--- src/hw/rtl/fus_pkg.sv ---
// shared types and constants for the firmware update frame sequencer
package fus_pkg;

    localparam int IMAGE_DEPTH   = 65536;
    localparam int ADDR_W        = $clog2(IMAGE_DEPTH);
    localparam int PAYLOAD_BYTES = 52;
    localparam int FRAME_BYTES   = 64;
    localparam int HDR_BYTES     = 12;
    localparam int IDX_W         = 6;
    localparam int BASE_W        = 17;
    localparam logic [15:0] SIZE_LIMIT = 16'd61440;
    localparam logic [7:0]  FAIL_CODE  = 8'h46;
    localparam logic [15:0] CRC_POLY   = 16'h1021;
    localparam logic [1:0]  MAX_TRIES  = 2'd3;

    typedef enum logic [1:0] {
        CMD_LOAD    = 2'd0,
        CMD_START   = 2'd1,
        CMD_RESP    = 2'd2,
        CMD_TIMEOUT = 2'd3
    } cmd_t;

    typedef enum logic [2:0] {
        PH_INIT   = 3'd0,
        PH_ERASE  = 3'd1,
        PH_PROG   = 3'd2,
        PH_VERIFY = 3'd3,
        PH_RESET  = 3'd4
    } phase_t;

    typedef enum logic [2:0] {
        EV_NONE      = 3'd0,
        EV_ENTER     = 3'd1,
        EV_COMPLETE  = 3'd2,
        EV_RESET     = 3'd3,
        EV_FATAL_RSP = 3'd4,
        EV_FATAL_TMO = 3'd5
    } event_t;

    // read request and frame description sent to the frame byte generator
    typedef struct packed {
        logic              rd_en;
        logic [IDX_W-1:0]  idx;
        logic              is_chunk;
        logic              prog;
        logic              crc_ins;
        logic [BASE_W-1:0] base;
        logic [15:0]       size;
        logic [15:0]       crc;
    } fus_frame_ctl_t;

endpackage

--- src/hw/rtl/fus_crc.sv ---
// byte-wide crc-16/xmodem accumulator
module fus_crc
    import fus_pkg::*;
(
    input  logic        clk,
    input  logic        rst_n,
    input  logic        clear,
    input  logic        en,
    input  logic [7:0]  data,
    output logic [15:0] crc
);

    logic [15:0] crc_reg;
    logic [15:0] crc_next;

    always_comb
    begin
        crc_next = crc_reg ^ {data, 8'h00};
        for (int b = 0; b < 8; b++)
        begin
            crc_next = crc_next[15] ? ((crc_next << 1) ^ CRC_POLY) : (crc_next << 1);
        end
    end

    always_ff @(posedge clk or negedge rst_n)
    begin
        if (!rst_n)
            crc_reg <= '0;
        else if (clear)
            crc_reg <= '0;
        else if (en)
            crc_reg <= crc_next;
    end

    assign crc = crc_reg;

endmodule

--- config.mk ---
export PLATFORM = sky130hd
export DESIGN_NAME = fus_crc
export DESIGN_NICKNAME = d
export VERILOG_FILES = /design/src/hw/rtl/fus_pkg.sv /design/src/hw/rtl/fus_crc.sv
export SDC_FILE = /design/constraint.sdc
export NUM_CORES = 1
export LEC_CHECK = 0
export ABC_AREA = 1
export BUFFER_PORTS_ARGS = -buffer_cell sky130_fd_sc_hd__buf_2
export CORE_ASPECT_RATIO = 1.1
export CORE_MARGIN = 4
export CORE_UTILIZATION = 55
export CTS_CLUSTER_DIAMETER = 30
export DETAILED_ROUTE_END_ITERATION = 16
export PLACE_DENSITY = 0.9
export SETUP_SLACK_MARGIN = 0.1
export SLEW_MARGIN = 10
export SYNTH_ARGS = -nofsm -noshare
export SYNTH_HDL_FRONTEND = slang
export SYNTH_SLANG_ARGS = --single-unit
--- constraint.sdc ---
create_clock -name clk -period 2.63 [get_ports clk]
set_input_delay 0.263 -clock clk [delete_from_list [all_inputs] [get_ports clk]]
set_output_delay 0.263 -clock clk [all_outputs]
set_load 0.02 [all_outputs]
==> impl_metrics.json <==
{
  "status": "completed",
  "final-hold-violation-count": 0,
  "tritoncts": "yes",
  "synth_seq_area_share_pct": 36.5,
  "clk_pin_slew_ps": 110,
  "grt_pass1_wl_mm": 4.37,
  "rsz0062_at_grt": "false",
  "die_area_sq_mm": 0.00277,
  "rows": 16,
  "first_iter_violations": 36,
  "whs_ps": 350,
  "grt_pass1_vias": 1063,
  "power.density_mw_per_mm2": 575,
  "cts.sink_count": 16,
  "antennaDiodeCount": 0,
  "antenna_found_initial": 0,
  "fin_cells": 228,
  "setup_viol": 0,
  "critical_path.top_delay_family": "simple AND/OR/NAND/NOR gates",
  "ios": 28,
  "fin_area_sq_mm": 0.00129,
  "htreeDepth": 1,
  "power_leakage_nw": 0.776,
  "total_power_mw": 0.744,
  "ir_worst_vdd_mv": 0.370,
  "numCtsBuffers": 3,
  "cts_setup_buffers": 0,
  "route.detailed.vias_per_inst": 5.02,
  "drc_errors": 0,
  "r2r-start": "crc[12]$_DFFE_PN0P_",
  "skew_ps": 2.58,
  "drt-total-wl_mm": 2.66,
  "synth_top_cells_by_count": "82 x nand2_1, 21 x nand3_1, 19 x inv_1",
  "root_buffer": "clkbuf_4",
  "layout_setup_ws_ps": 1420,
  "wl_per_cell_um": 11.7,
  "synth-seq-cells": 16,
  "slowest_stage": "nor2_1",
  "tightest_slew_ps": 730,
  "insertion_delay_ps": 290,
  "relSlewSlack_pct": 51.1,
  "ant_nets": 0,
  "drive_above_1_share_pct": 25.4,
  "max_stage_delay_ps": 570,
  "crit_fanout": 11,
  "die-height_um": 54.8,
  "synthCells": 171,
  "syn_avg_cell_area_sq_um": 6.41,
  "startpoint": "clear",
  "worstPathRequired_ps": 2840,
  "synth_area_sq_mm": 0.00110,
  "dpl_cell_area_sq_mm": 0.00125,
  "utilization_pct": 70.3,
  "maxCapViolCount": 0,
  "synth-main-ff-cell": "dfrtp_1",
  "place_congestion": 0.809,
  "grt_overflow": 0,
  "worst-setup-path-type": "in -> reg",
  "syn_nets": 183,
  "port-buffer-count": 27,
  "synth_top_area_share_pct": 36.5,
  "drv_slew": 0,
  "area_delta_synth_final_pct": 18.2,
  "cp_num_buf_inv": 2,
  "pre_cts_ws_ps": 1130,
  "final_nets": 214,
  "vias": 1145,
  "async_flop_share_pct": 100,
  "grt_max_degree": 17,
  "synth_edf_count": 0,
  "synth.most_common_cell": "nand2_1",
  "cp-end-kind": "flop",
  "drtPass1Iterations": 4,
  "finalCritPeriodShare_pct": 45.9,
  "die_w_um": 50.6,
  "max_freq_ghz": 0.829,
  "worstHoldStart": "clear",
  "yosys_warnings": 0,
  "hold_class": "in -> reg",
  "post-route-min-period_ps": 1210,
  "largest_register_ffs": 16,
  "arrival_ps": 1420,
  "synth_top_cell_by_area": "dfrtp_1",
  "cts_buffer_depth": 2,
  "grt.total_usage_pct": 21.2,
  "hpwl_mm": 2.12,
  "cp-start-kind": "primary input",
  "start_util_pct": 59.5,
  "path_cells": "buf_2, nor2_1, inv_1, o22ai_1",
  "fp.coreArea_sq_mm": 0.00184,
  "ys_top_cells_by_area": "dfrtp_1 37%, nand2_1 28%, nand3_1 9.6%",
  "fin_setup_tns_ps": 0,
  "synth_cell_type_count": 15,
  "dp_cells": 223
}
==> cells by family (layout without fill, tap and decap cells) <==
group / after synthesis / in the layout / share of synthesized area [%]
AND/OR/NAND/NOR: 119 / 119 / 47.7
buffers and inverters: 27 / 57 / 10.0
flip-flops: 16 / 16 / 36.5
AO/OA/AOI/OAI: 6 / 6 / 3.31
XOR/XNOR: 3 / 3 / 2.40
==> power breakdown <==
group	total, mW	internal, mW	switching (mW)
logic	0.270	0.0899	0.180
registers	0.305	0.273	0.0312
clock network	0.170	0.0842	0.0860
total	0.744	0.448	0.297
==> worst register-to-register path: stages (launching register included) <==
cell and delay (ps):
dfrtp_1 440, inv_2 70, nand2_1 60, nand2_2 110
nand2_2 70, nand2_2 110, nand2_1 60, nand3_1 90
nand2_1 60
==> cells in the final DEF, fill, tap and decap left out <==
master and instances:
inv_1 19, clkbuf_8 1, clkbuf_4 3, nand3_1 21
dfrtp_1 16, xnor2_1 2, nor2_2 1, dlygate4sd3_1 1
inv_2 6, o21ai_0 1, nor2_1 2, nand2_2 10
buf_2 27, nand2_1 82, nand2_4 3, xor2_1 1
o22ai_1 5
==> layer usage <==
metal	GRT usage (%)	wire, um
met5	0	0
met4	7.17	31
met3	2.72	113
met2	40.4	1430
met1	24.7	1090
==> area by class of cell <==
type                       count  area [sq um]
inverter                      25          93.8
timing repair buffer          28           145
multi-input combinational    128           586
clock buffer                   4          36.3
fill                         166           547
tap                           27          33.8
sequential                    16           400
==> final timing paths <==
path,endpoint,slack (ps),cells past startpoint
min,crc[13]$_DFFE_PN0P_,350,4
min reg2reg,crc[6]$_DFFE_PN0P_,550,2
max in group asynchronous,crc[3]$_DFFE_PN0P_,1950,2
max,crc[9]$_DFFE_PN0P_,1420,4
max reg2reg,crc[5]$_DFFE_PN0P_,1470,8
min in group asynchronous,crc[5]$_DFFE_PN0P_,410,2
==> what timing repair did <==
action | CTS | global route
endpoints found under the hold margin | 16 | 0
hold buffers | 1 | 0
resized for setup | 0 | 0
No activity file was read; power rests on OpenSTA's default activity.
